### src/hw/rtl/ysf_pkg.sv
package ysf_pkg;

  localparam int unsigned BlockBytes = 128;
  localparam int unsigned CmdQueueDepth = 4;
  localparam logic [15:0] CrcPoly = 16'h1021;
  localparam logic [7:0] CharSoh = 8'h01;
  localparam logic [7:0] CharAck = 8'h06;
  localparam logic [7:0] CharNak = 8'h15;
  localparam logic [7:0] CharEot = 8'h04;
  localparam logic [7:0] CharCee = 8'h43;

  typedef enum logic [1:0] {
    ActReply = 2'd0,
    ActName  = 2'd1,
    ActData  = 2'd2,
    ActEof   = 2'd3
  } action_e;

  typedef enum logic [1:0] {
    StNormal  = 2'd0,
    StFail    = 2'd1,
    StDone    = 2'd2,
    StIgnored = 2'd3
  } status_e;

  typedef enum logic [9:0] {
    PhIdle    = 10'b0000000001,
    PhName    = 10'b0000000010,
    PhHdrAck  = 10'b0000000100,
    PhHdrC    = 10'b0000001000,
    PhData    = 10'b0000010000,
    PhDataAck = 10'b0000100000,
    PhEot1Nak = 10'b0001000000,
    PhEot2Ack = 10'b0010000000,
    PhEot2C   = 10'b0100000000,
    PhEndAck  = 10'b1000000000
  } phase_e;

  // Operation handed from the front part to the back part.
  typedef enum logic [2:0] {
    OpStatus = 3'd0,
    OpOpen   = 3'd1,
    OpBody   = 3'd2,
    OpClose  = 3'd3,
    OpEot    = 3'd4
  } op_e;

  typedef struct packed {
    op_e        op;
    logic [7:0] data;
    status_e    status;
    logic       last;
  } cmd_t;

  function automatic logic [15:0] crc_byte(logic [15:0] crc, logic [7:0] b);
    logic [15:0] c;
    c = crc ^ {b, 8'h00};
    for (int i = 0; i < 8; i++) begin
      c = c[15] ? ((c << 1) ^ CrcPoly) : (c << 1);
    end
    return c;
  endfunction

endpackage

### src/hw/rtl/ysf_front.sv
module ysf_front (
  input  logic               clk_i,
  input  logic               rst_ni,
  input  logic               cfg_we_i,
  input  logic [31:0]        cfg_wdata_i,
  input  logic               push_i,
  output logic               full_o,
  input  logic [1:0]         action_i,
  input  logic [7:0]         reply_byte_i,
  input  logic [7:0]         payload_byte_i,
  input  logic               chunk_last_i,
  output logic               cmd_valid_o,
  output ysf_pkg::cmd_t      cmd_o,
  input  logic               cmd_ready_i
);
  import ysf_pkg::*;

  localparam int unsigned NameMax = BlockBytes - 5;

  typedef enum logic [3:0] {
    SeqIdle  = 4'b0001,
    SeqList  = 4'b0010,
    SeqPad   = 4'b0100,
    SeqSize  = 4'b1000
  } seq_e;

  logic [31:0] size_q;
  phase_e phase_q, phase_d;
  seq_e seq_q, seq_d;
  logic [7:0] bseq_q, bseq_d;
  logic [7:0] fill_q, fill_d;
  logic open_q, open_d;
  logic [1:0] sz_q, sz_d;
  // Up to three queued commands built from one input item.
  cmd_t list_q [3];
  cmd_t list_d [3];
  logic [1:0] lcnt_q, lcnt_d;
  logic [1:0] lidx_q, lidx_d;
  logic       name_last_q, name_last_d;

  always_ff @(posedge clk_i or negedge rst_ni) begin
    if (!rst_ni) size_q <= '0;
    else if (cfg_we_i) size_q <= cfg_wdata_i;
  end

  assign full_o = (seq_q != SeqIdle);

  function automatic cmd_t mk(op_e op, logic [7:0] d, status_e s, logic l);
    cmd_t c;
    c.op = op;
    c.data = d;
    c.status = s;
    c.last = l;
    return c;
  endfunction

  always_comb begin
    cmd_valid_o = 1'b0;
    cmd_o = mk(OpStatus, 8'h00, StNormal, 1'b1);
    unique case (seq_q)
      SeqList: begin
        cmd_valid_o = 1'b1;
        cmd_o = list_q[lidx_q];
      end
      SeqSize: begin
        cmd_valid_o = 1'b1;
        unique case (sz_q)
          2'd0: cmd_o = mk(OpBody, size_q[31:24], StNormal, 1'b0);
          2'd1: cmd_o = mk(OpBody, size_q[23:16], StNormal, 1'b0);
          2'd2: cmd_o = mk(OpBody, size_q[15:8], StNormal, 1'b0);
          default: cmd_o = mk(OpBody, size_q[7:0], StNormal, 1'b0);
        endcase
      end
      SeqPad: begin
        cmd_valid_o = 1'b1;
        cmd_o = mk(OpClose, 8'h00, StNormal, 1'b1);
      end
      default: ;
    endcase
  end

  always_comb begin
    phase_d = phase_q;
    seq_d = seq_q;
    bseq_d = bseq_q;
    fill_d = fill_q;
    open_d = open_q;
    sz_d = sz_q;
    list_d = list_q;
    lcnt_d = lcnt_q;
    lidx_d = lidx_q;
    name_last_d = name_last_q;
    unique case (seq_q)
      SeqIdle: begin
        if (push_i) begin
          lidx_d = 2'd0;
          lcnt_d = 2'd1;
          list_d[0] = mk(OpStatus, 8'h00, StIgnored, 1'b1);
          list_d[1] = mk(OpStatus, 8'h00, StNormal, 1'b1);
          list_d[2] = mk(OpStatus, 8'h00, StNormal, 1'b1);
          name_last_d = 1'b0;
          seq_d = SeqList;
          unique case (action_e'(action_i))
            ActReply: begin
              priority case (phase_q)
                PhIdle: if (reply_byte_i == CharCee) begin
                  list_d[0] = mk(OpStatus, 8'h00, StNormal, 1'b1);
                  phase_d = PhName; bseq_d = '0; fill_d = '0; open_d = 1'b0;
                end
                PhHdrAck, PhHdrC, PhDataAck, PhEot2Ack, PhEot1Nak, PhEot2C,
                PhEndAck: begin
                  logic [7:0] want;
                  want = (phase_q == PhHdrC || phase_q == PhEot2C) ? CharCee :
                         (phase_q == PhEot1Nak) ? CharNak : CharAck;
                  if (reply_byte_i != want) begin
                    list_d[0] = mk(OpStatus, 8'h00, StFail, 1'b1);
                    phase_d = PhIdle; bseq_d = '0; fill_d = '0; open_d = 1'b0;
                  end else begin
                    list_d[0] = mk(OpStatus, 8'h00, StNormal, 1'b1);
                    priority case (phase_q)
                      PhHdrAck: phase_d = PhHdrC;
                      PhHdrC, PhDataAck: phase_d = PhData;
                      PhEot1Nak: begin
                        list_d[0] = mk(OpEot, 8'h00, StNormal, 1'b1);
                        phase_d = PhEot2Ack;
                      end
                      PhEot2Ack: phase_d = PhEot2C;
                      PhEot2C: begin
                        list_d[0] = mk(OpOpen, 8'h00, StNormal, 1'b0);
                        list_d[1] = mk(OpClose, 8'h00, StNormal, 1'b1);
                        lcnt_d = 2'd2;
                        bseq_d = '0;
                        phase_d = PhEndAck;
                      end
                      default: begin
                        list_d[0] = mk(OpStatus, 8'h00, StDone, 1'b1);
                        phase_d = PhIdle; bseq_d = '0; fill_d = '0; open_d = 1'b0;
                      end
                    endcase
                  end
                end
                default: ;
              endcase
            end
            ActName: begin
              if (phase_q == PhName) begin
                logic [1:0] n;
                n = 2'd0;
                if (!open_q) begin
                  list_d[0] = mk(OpOpen, 8'h00, StNormal, 1'b0);
                  n = 2'd1;
                  open_d = 1'b1;
                  bseq_d = '0;
                end
                if (32'(open_q ? fill_q : 8'd0) < NameMax) begin
                  list_d[n] = mk(OpBody, payload_byte_i, StNormal, ~chunk_last_i);
                  n = n + 2'd1;
                  fill_d = (open_q ? fill_q : 8'd0) + 8'd1;
                end else if (!chunk_last_i) begin
                  list_d[n] = mk(OpStatus, 8'h00, StIgnored, 1'b1);
                  n = n + 2'd1;
                end
                if (chunk_last_i) begin
                  list_d[n] = mk(OpBody, 8'h00, StNormal, 1'b0);
                  n = n + 2'd1;
                  name_last_d = 1'b1;
                  open_d = 1'b0;
                  fill_d = '0;
                  phase_d = PhHdrAck;
                end
                lcnt_d = n;
              end
            end
            ActData: begin
              if (phase_q == PhData) begin
                logic [1:0] n;
                logic [7:0] f;
                logic cl;
                n = 2'd0;
                if (!open_q) begin
                  list_d[0] = mk(OpOpen, bseq_q + 8'd1, StNormal, 1'b0);
                  bseq_d = bseq_q + 8'd1;
                  n = 2'd1;
                end
                f = (open_q ? fill_q : 8'd0) + 8'd1;
                cl = chunk_last_i || (32'(f) >= BlockBytes);
                list_d[n] = mk(OpBody, payload_byte_i, StNormal, ~cl);
                n = n + 2'd1;
                if (cl) begin
                  list_d[n] = mk(OpClose, 8'h00, StNormal, 1'b1);
                  n = n + 2'd1;
                  open_d = 1'b0; fill_d = '0; phase_d = PhDataAck;
                end else begin
                  open_d = 1'b1; fill_d = f;
                end
                lcnt_d = n;
              end
            end
            default: begin
              if (phase_q == PhData) begin
                if (open_q) begin
                  list_d[0] = mk(OpClose, 8'h00, StNormal, 1'b1);
                  open_d = 1'b0; fill_d = '0; phase_d = PhDataAck;
                end else begin
                  list_d[0] = mk(OpEot, 8'h00, StNormal, 1'b1);
                  phase_d = PhEot1Nak;
                end
              end
            end
          endcase
        end
      end
      SeqList: begin
        if (cmd_ready_i) begin
          if (lidx_q + 2'd1 == lcnt_q) begin
            if (name_last_q) begin
              seq_d = SeqSize;
              sz_d = 2'd0;
            end else begin
              seq_d = SeqIdle;
            end
          end else begin
            lidx_d = lidx_q + 2'd1;
          end
        end
      end
      SeqSize: begin
        if (cmd_ready_i) begin
          sz_d = sz_q + 2'd1;
          if (sz_q == 2'd3) seq_d = SeqPad;
        end
      end
      default: begin
        if (cmd_ready_i) seq_d = SeqIdle;
      end
    endcase
  end

  always_ff @(posedge clk_i or negedge rst_ni) begin
    if (!rst_ni) begin
      phase_q <= PhIdle;
      seq_q <= SeqIdle;
      bseq_q <= '0;
      fill_q <= '0;
      open_q <= 1'b0;
      sz_q <= '0;
      lcnt_q <= '0;
      lidx_q <= '0;
      name_last_q <= 1'b0;
    end else begin
      phase_q <= phase_d;
      seq_q <= seq_d;
      bseq_q <= bseq_d;
      fill_q <= fill_d;
      open_q <= open_d;
      sz_q <= sz_d;
      lcnt_q <= lcnt_d;
      lidx_q <= lidx_d;
      name_last_q <= name_last_d;
    end
  end

  always_ff @(posedge clk_i) begin
    list_q <= list_d;
  end

endmodule

### src/hw/rtl/ysf_cmd_fifo.sv
module ysf_cmd_fifo #(
  parameter int unsigned Depth = ysf_pkg::CmdQueueDepth
) (
  input  logic          clk_i,
  input  logic          rst_ni,
  input  logic          wr_valid_i,
  output logic          wr_ready_o,
  input  ysf_pkg::cmd_t wr_data_i,
  output logic          rd_valid_o,
  input  logic          rd_ready_i,
  output ysf_pkg::cmd_t rd_data_o
);
  import ysf_pkg::*;

  localparam int unsigned AW = $clog2(Depth);

  cmd_t mem_q [Depth];
  logic [AW-1:0] wp_q, rp_q;
  logic [AW:0] cnt_q;
  logic wr, rd;

  assign wr_ready_o = (cnt_q != (AW+1)'(Depth));
  assign rd_valid_o = (cnt_q != '0);
  assign rd_data_o = mem_q[rp_q];
  assign wr = wr_valid_i && wr_ready_o;
  assign rd = rd_valid_o && rd_ready_i;

  always_ff @(posedge clk_i) begin
    if (wr) mem_q[wp_q] <= wr_data_i;
  end

  always_ff @(posedge clk_i or negedge rst_ni) begin
    if (!rst_ni) begin
      wp_q <= '0;
      rp_q <= '0;
      cnt_q <= '0;
    end else begin
      if (wr) wp_q <= (32'(wp_q) == Depth - 1) ? '0 : wp_q + 1'b1;
      if (rd) rp_q <= (32'(rp_q) == Depth - 1) ? '0 : rp_q + 1'b1;
      cnt_q <= cnt_q + (AW+1)'(wr) - (AW+1)'(rd);
    end
  end

endmodule

### src/hw/rtl/ysf_back.sv
module ysf_back (
  input  logic          clk_i,
  input  logic          rst_ni,
  input  logic          cmd_valid_i,
  output logic          cmd_ready_o,
  input  ysf_pkg::cmd_t cmd_i,
  output logic          empty_o,
  input  logic          pop_i,
  output logic [7:0]    send_byte_o,
  output logic [7:0]    repeat_count_o,
  output logic          frame_end_o,
  output logic [1:0]    status_o,
  output logic          run_last_o
);
  import ysf_pkg::*;

  typedef enum logic [6:0] {
    BkIdle  = 7'b0000001,
    BkSeq   = 7'b0000010,
    BkInv   = 7'b0000100,
    BkPad   = 7'b0001000,
    BkPadRn = 7'b0010000,
    BkCrcHi = 7'b0100000,
    BkCrcLo = 7'b1000000
  } bk_e;

  bk_e st_q, st_d;
  logic [7:0] seq_q, seq_d;
  logic [15:0] crc_q, crc_d;
  logic [7:0] fill_q, fill_d;
  logic [7:0] pad_q, pad_d;
  logic       last_q, last_d;
  logic       ov_q, ov_d;
  logic [7:0] ob_q, ob_d, oc_q, oc_d;
  logic       ofe_q, ofe_d, orl_q, orl_d;
  logic [1:0] os_q, os_d;
  logic       out_free;

  assign out_free = !ov_q || pop_i;
  assign empty_o = !ov_q;
  assign send_byte_o = ob_q;
  assign repeat_count_o = oc_q;
  assign frame_end_o = ofe_q;
  assign status_o = os_q;
  assign run_last_o = orl_q;
  assign cmd_ready_o = (st_q == BkIdle) && out_free;

  always_comb begin
    st_d = st_q; seq_d = seq_q; crc_d = crc_q; fill_d = fill_q;
    pad_d = pad_q; last_d = last_q;
    ov_d = ov_q && !pop_i;
    ob_d = ob_q; oc_d = oc_q; ofe_d = ofe_q; os_d = os_q; orl_d = orl_q;
    unique case (st_q)
      BkIdle: begin
        if (cmd_valid_i && out_free) begin
          last_d = cmd_i.last;
          unique case (cmd_i.op)
            OpStatus: begin
              ov_d = 1'b1; ob_d = '0; oc_d = '0; ofe_d = 1'b0;
              os_d = cmd_i.status; orl_d = cmd_i.last;
            end
            OpOpen: begin
              ov_d = 1'b1; ob_d = CharSoh; oc_d = 8'd1; ofe_d = 1'b0;
              os_d = StNormal; orl_d = 1'b0;
              seq_d = cmd_i.data; crc_d = '0; fill_d = '0;
              st_d = BkSeq;
            end
            OpBody: begin
              ov_d = 1'b1; ob_d = cmd_i.data; oc_d = 8'd1; ofe_d = 1'b0;
              os_d = StNormal; orl_d = cmd_i.last;
              crc_d = crc_byte(crc_q, cmd_i.data);
              fill_d = fill_q + 8'd1;
            end
            OpClose: begin
              pad_d = 8'(BlockBytes) - fill_q;
              st_d = (fill_q < 8'(BlockBytes)) ? BkPad : BkCrcHi;
            end
            default: begin
              ov_d = 1'b1; ob_d = CharEot; oc_d = 8'd1; ofe_d = 1'b1;
              os_d = StNormal; orl_d = cmd_i.last;
            end
          endcase
        end
      end
      BkSeq: if (out_free) begin
        ov_d = 1'b1; ob_d = seq_q; oc_d = 8'd1; orl_d = 1'b0;
        st_d = BkInv;
      end
      BkInv: if (out_free) begin
        ov_d = 1'b1; ob_d = ~seq_q; oc_d = 8'd1; orl_d = last_q;
        st_d = BkIdle;
      end
      BkPad: begin
        crc_d = crc_byte(crc_q, 8'h00);
        fill_d = fill_q + 8'd1;
        if (fill_q == 8'(BlockBytes - 1)) st_d = BkPadRn;
      end
      BkPadRn: if (out_free) begin
        ov_d = 1'b1; ob_d = 8'h00; oc_d = pad_q; ofe_d = 1'b0;
        os_d = StNormal; orl_d = 1'b0;
        st_d = BkCrcHi;
      end
      BkCrcHi: if (out_free) begin
        ov_d = 1'b1; ob_d = crc_q[15:8]; oc_d = 8'd1; ofe_d = 1'b0;
        os_d = StNormal; orl_d = 1'b0;
        st_d = BkCrcLo;
      end
      default: if (out_free) begin
        ov_d = 1'b1; ob_d = crc_q[7:0]; oc_d = 8'd1; ofe_d = 1'b1;
        os_d = StNormal; orl_d = last_q; fill_d = '0;
        st_d = BkIdle;
      end
    endcase
  end

  always_ff @(posedge clk_i or negedge rst_ni) begin
    if (!rst_ni) begin
      st_q <= BkIdle;
      ov_q <= 1'b0;
      fill_q <= '0;
      crc_q <= '0;
    end else begin
      st_q <= st_d;
      ov_q <= ov_d;
      fill_q <= fill_d;
      crc_q <= crc_d;
    end
  end

  always_ff @(posedge clk_i) begin
    seq_q <= seq_d; pad_q <= pad_d; last_q <= last_d;
    ob_q <= ob_d; oc_q <= oc_d; ofe_q <= ofe_d; os_q <= os_d; orl_q <= orl_d;
  end

endmodule

### src/hw/rtl/ymodem_sender_framer.sv
// YMODEM sender framer. Push one item per action (receiver reply, name byte,
// data byte or end of file); pop the resulting byte runs, each with a repeat
// count, frame end flag and status, run_last marking the last of the item.
// The front part takes a new item only once all commands of the last one
// are queued. An item that closes a block also runs the CRC unit over each
// zero pad byte before the pad run is output; a command queue between the
// front and back parts lets input and output stall independently.
module ymodem_sender_framer #(
  parameter int unsigned QueueDepth = ysf_pkg::CmdQueueDepth
) (
  input  logic        clk_i,
  input  logic        rst_ni,
  input  logic        cfg_we_i,
  input  logic [31:0] cfg_wdata_i,
  input  logic        push,
  output logic        full,
  input  logic [1:0]  action_i,
  input  logic [7:0]  reply_byte_i,
  input  logic [7:0]  payload_byte_i,
  input  logic        chunk_last_i,
  output logic        empty,
  input  logic        pop,
  output logic [7:0]  send_byte_o,
  output logic [7:0]  repeat_count_o,
  output logic        frame_end_o,
  output logic [1:0]  status_o,
  output logic        run_last_o
);
  import ysf_pkg::*;

  logic f_valid, f_ready, b_valid, b_ready;
  cmd_t f_cmd, b_cmd;

  ysf_front u_front (
    .clk_i, .rst_ni, .cfg_we_i, .cfg_wdata_i,
    .push_i(push), .full_o(full),
    .action_i, .reply_byte_i, .payload_byte_i, .chunk_last_i,
    .cmd_valid_o(f_valid), .cmd_o(f_cmd), .cmd_ready_i(f_ready)
  );

  ysf_cmd_fifo #(.Depth(QueueDepth)) u_fifo (
    .clk_i, .rst_ni,
    .wr_valid_i(f_valid), .wr_ready_o(f_ready), .wr_data_i(f_cmd),
    .rd_valid_o(b_valid), .rd_ready_i(b_ready), .rd_data_o(b_cmd)
  );

  ysf_back u_back (
    .clk_i, .rst_ni,
    .cmd_valid_i(b_valid), .cmd_ready_o(b_ready), .cmd_i(b_cmd),
    .empty_o(empty), .pop_i(pop),
    .send_byte_o, .repeat_count_o, .frame_end_o, .status_o, .run_last_o
  );

endmodule

### config.mk
export PLATFORM = sky130hd
export DESIGN_NAME = ymodem_sender_framer
export DESIGN_NICKNAME = d
export VERILOG_FILES = /design/src/hw/rtl/ysf_pkg.sv /design/src/hw/rtl/ysf_front.sv /design/src/hw/rtl/ysf_cmd_fifo.sv /design/src/hw/rtl/ysf_back.sv /design/src/hw/rtl/ymodem_sender_framer.sv
export SDC_FILE = /design/constraint.sdc
export NUM_CORES = 1
export LEC_CHECK = 0
export ABC_CLOCK_PERIOD_IN_PS = 4420
export BUFFER_PORTS_ARGS = -buffer_cell sky130_fd_sc_hd__buf_2
export CORE_MARGIN = 2
export CORE_UTILIZATION = 25
export CTS_CLUSTER_DIAMETER = 30
export DETAILED_ROUTE_END_ITERATION = 6
export GPL_TIMING_DRIVEN = 0
export HOLD_SLACK_MARGIN = 0.05
export PLACE_DENSITY_LB_ADDON = 0.12
export SETUP_SLACK_MARGIN = 0.3
export SLEW_MARGIN = 30
export SYNTH_ARGS = -nofsm -noshare
export SYNTH_HDL_FRONTEND = slang
export SYNTH_SLANG_ARGS = --single-unit
### constraint.sdc
create_clock -name clk_i -period 4.42 [get_ports clk_i]
set_clock_uncertainty 0.1 [all_clocks]
set_input_delay 0.663 -clock clk_i [delete_from_list [all_inputs] [get_ports clk_i]]
set_output_delay 0.663 -clock clk_i [all_outputs]
set_load 0.02 [all_outputs]
==> results.yml <==
synthesis:
  synth_ff_type: "sky130_fd_sc_hd__edfxtp_1"
  async_flop_share_pct: 47.19
  synth_seq_cells: 231
  synth.cell_area_sq_um: 11880
  syn_avg_cell_area_sq_um: 11.20
  synthesis.yosys.warnings: 0
  netlist.area_leader.share_pct: 30.84
  synth_top_cells_by_area: "sky130_fd_sc_hd__edfxtp_1, sky130_fd_sc_hd__dfrtp_1, sky130_fd_sc_hd__mux2_2"
  synth.net_count: 1145
  post_synth_num_cell_types: 80
  synthesis.instances: 1061
  yosys.area.top_type: "sky130_fd_sc_hd__edfxtp_1"
  synth-edff-count: 122
  synth.yosys.seq_area_share_pct: 53.83
worst_setup_path:
  timing.rr.start: "u_fifo.rp_q[0]"
  critical_path.slowest_cell: "sky130_fd_sc_hd__nor3b_1"
  reg2regPathDepth: 9
  cp-end-kind: "flop"
  cp_cell_instances: "buf_2, mux4_2, nor3b_1, o211ai_1, and2_1, clkbuf_1, a221o_1, nor2_1, a211oi_1"
  destination_of_the_critical_timing_path: "u_back.crc_q[15]"
  worst-endpoint-required_ns: 4.76
  path_class: "flop to flop"
  worst_setup_path_start_kind: "flop"
  reg2reg_setup_slack_ns: 0.80
  cp-startpoint: "u_fifo.rp_q[0]"
  crit_path_max_fanout: 10
  r2r_end: "u_back.crc_q[15]"
  timing.critical_path.arrival_ns: 3.95
  cpPeakStageDelay_ns: 0.70
clock_tree:
  cts-buffers-inserted: 67
  cts_root_buf: "sky130_fd_sc_hd__clkbuf_16"
  clock_insertion_delay_worst_skew_ns: 0.56
  numClockSinks: 231
  tritoncts_clock_tree: "built"
  cts_resized: 0
  cts_buffer_depth: 3
  cts.htree.levels: 3
  clkSlewWorstSetupHoldPaths_ns: 0.04
power:
  p_clk_share_pct: 40.3
  p_leak_nw: 5.951
  seqPwrFrac_pct: 28.6
  peakVddDrop_mv: 0.2676
  p_int_mw: 7.371
  switching_share_pct: 34.51
  power_density_over_cell_area_nw_per_um2: 738.4
  power_switching_mw: 3.884
  post-layout-total-power_mw: 11.26
  combinationalPowerShare_pct: 31.1
route:
  routed_antenna_nets: 0
  met3WireLength_um: 1484
  routedWlPerCell_um: 17.00
  wirelength_um: 31730
  via_count: 8712
  topRoutingLayerUsed: "met5"
  drc: 0
  drtIter0Drc: 429
  wirelength_met1_um: 13760
  avgViaCountPerCell: 4.666
  drt_first_pass_iters: 6
  met2WireLength_um: 15340
cells_and_area:
  area_occupied_by_multi_input_gates_sq_um: 5094
  nets: 1292
  layout.cells.most_common: "sky130_fd_sc_hd__edfxtp_1"
  drive_above_1_share_pct: 20.63
  fin_area_sq_um: 15240
  area.sequential_sq_um: 6395
  num-fill-cells: 4829
  leading_cell_types_in_the_layout_fill_and_taps_excluded: "sky130_fd_sc_hd__edfxtp_1, sky130_fd_sc_hd__dfrtp_1, sky130_fd_sc_hd__nand2_1, sky130_fd_sc_hd__nor2_1, sky130_fd_sc_hd__buf_2"
  post_layout_nonfiller_instances: 1867
  layout.core_utilization_pct: 32.60
  n_antenna_cell: 0
  area_overhead_of_the_layout_relative_to_synthesis_pct: 28.31
placement:
  preCtsSetupSlack_ns: 0.6707
  detailedPlacementHpwl_um: 22630
  globalplace.congestion: 0.8069
  portBuffers: 76
  placement.cell_area_sq_um: 13060
  placed_cells_incl_taps: 1745
sta:
  timing.final.crit_share_pct: 81.80
  totalNegativeSetupSlack_ns: 0
  unrepaired_setup_endpoints_after_global_routing: "no"
  hold_viol: 0
  max_slew_violation_total_from_the_final_report: 0
  setup_viol: 0
  finalHoldWorstSlack_ns: 0.2347
  worst_pin_slew_ns: 0.8440
  fin_ws_ns: 0.8043
  worst_slew_margin_rel_pct: 43.73
  fmaxAchievable_mhz: 276.6
  timing.final.crit_period_ns: 3.616
global_routing:
  grt_pass1_vias: 9200
  maximum_number_of_pins_on_one_net_before_global_route_repair: 64
  grt_use_total_pct: 13.26
  globalRoute.totalOverflow: 0
  antenna_found_initial: 3
  grt_first_pass_wirelength_um: 51550
die:
  die_x_um: 222.0
  die_height_um: 222.0
  design.core.area_sq_um: 46750
  row_count: 79
  initial_cell_density_of_the_core_pct: 25.41
  die_area_sq_um: 49280
  top_level_ports: 78
worst_hold_path:
  hold_removal_path_class: "input pin to flop"
flow_run:
  cap_viol_max_count: 0
status:
  outcome: "completed"
-- routing by layer --
| layer | up-vias | global-route usage [%] |
|---|---|---|
| met5 | - | 0 |
| met4 | 6 | 5.994 |
| met3 | 80 | 3.896 |
| met2 | 173 | 21.98 |
| met1 | 4189 | 15.90 |
| li1 | 4264 | - |
-- final cells by class --
type / instances / area share (%)
repair buffers: 78 / 2.807
well taps: 607 / 4.982
flip-flops and latches: 231 / 41.95
plain buffers: 64 / 1.773
clock inverters: 27 / 1.650
multi-input cells: 732 / 33.42
inverters: 34 / 0.8372
clock buffers: 94 / 12.58
-- timing repair --
action / CTS / global route
hold endpoints to repair: 44 / 0
setup buffers: 0 / 0
hold buffers: 1 / 0
-- state kept, by name (all words and copies together) (netlist names), 3 cells and up --
name	count
u_back.repeat_count_o	8
u_front.phase_q	10
u_back.pad_q	8
u_back.fill_q	8
u_fifo.mem_q	56
u_back.send_byte_o	8
u_front.seq_q	4
u_front.list_q	29
u_front.fill_q	8
u_fifo.cnt_q	3
u_back.seq_q	8
u_back.crc_q	16
u_front.size_q	32
u_front.bseq_q	8
u_back.st_q	7
-- worst max-delay path: cells and delay by family, from the launching register on --
kind	cells	cell delay, ns
and+or+nand+nor	3	1.06
DFF	1	0.34
buffers and inverters	2	0.57
muxes	1	0.64
AOI/OAI and AO/OA	3	0.78
-- worst min path at each step --
stage	to	slack [ns]	cells after the start	start
final	u_front.size_q[4]	0.23	2	cfg_wdata_i[4]
after global routing	u_front.size_q[16]	0.21	2	cfg_wdata_i[16]
after CTS	u_front.size_q[13]	0.20	2	cfg_wdata_i[13]
after detailed placement	u_front.lcnt_q[1]	0.39	1	u_front.lcnt_q[1]
after global placement	u_front.lcnt_q[1]	0.39	1	u_front.lcnt_q[1]
after floorplan	u_back.crc_q[0]	0.27	0	rst_ni
-- power by group through the flow --
stage | clock network [mW] | logic (mW) | registers, mW
after detailed placement | 0 | 3.54 | 3.25
after floorplan | 0 | 2.46 | 3.29
final | 4.54 | 3.50 | 3.22
after global routing | 4.77 | 3.93 | 3.27
after CTS | 4.65 | 3.55 | 3.22
after global placement | 0 | 3.54 | 3.25
-- cells by family (layout without fill, tap and decap cells) --
logic type                 after synthesis  in the layout  synth area share (%)
AOI/OAI and AO/OA                      235            235                 12.93
xor gates and xnor gates                58             58                 4.276
adders and majority gates               28             28                 3.012
buffers and inverters                   98            297                 3.349
DFF                                    231            231                 53.83
muxes                                   70             70                 7.983
and+or+nand+nor                        341            341                 14.62
-- Yosys cell counts, types with 4 or more instances --
library cell	count
sky130_fd_sc_hd__a211o_1	6
sky130_fd_sc_hd__a211oi_1	4
sky130_fd_sc_hd__a21o_1	6
sky130_fd_sc_hd__a21oi_1	57
sky130_fd_sc_hd__a221oi_1	5
sky130_fd_sc_hd__a222oi_1	8
sky130_fd_sc_hd__a22oi_1	8
sky130_fd_sc_hd__a31oi_1	12
sky130_fd_sc_hd__and2_1	26
sky130_fd_sc_hd__and3_1	10
sky130_fd_sc_hd__and4b_1	4
sky130_fd_sc_hd__buf_1	8
sky130_fd_sc_hd__clkbuf_1	49
sky130_fd_sc_hd__dfrtp_1	106
sky130_fd_sc_hd__edfxtp_1	122
sky130_fd_sc_hd__ha_1	27
sky130_fd_sc_hd__inv_1	34
sky130_fd_sc_hd__mux2_2	38
sky130_fd_sc_hd__mux2i_1	16
sky130_fd_sc_hd__mux4_2	16
sky130_fd_sc_hd__nand2_1	86
sky130_fd_sc_hd__nand2b_1	11
sky130_fd_sc_hd__nand3_1	32
sky130_fd_sc_hd__nand3b_1	5
sky130_fd_sc_hd__nand4_1	10
sky130_fd_sc_hd__nand4b_1	5
sky130_fd_sc_hd__nor2_1	81
sky130_fd_sc_hd__nor2b_1	10
sky130_fd_sc_hd__nor3_1	20
sky130_fd_sc_hd__nor4_1	8
sky130_fd_sc_hd__o211ai_1	8
sky130_fd_sc_hd__o21ai_0	56
sky130_fd_sc_hd__o22ai_1	14
sky130_fd_sc_hd__o2bb2ai_1	4
sky130_fd_sc_hd__o31ai_1	9
sky130_fd_sc_hd__o41ai_1	6
sky130_fd_sc_hd__or2_2	4
sky130_fd_sc_hd__or3_1	6
sky130_fd_sc_hd__or4_1	4
sky130_fd_sc_hd__xnor2_1	37
sky130_fd_sc_hd__xor2_1	21
Note: power is estimated with default switching activity, not from simulation.
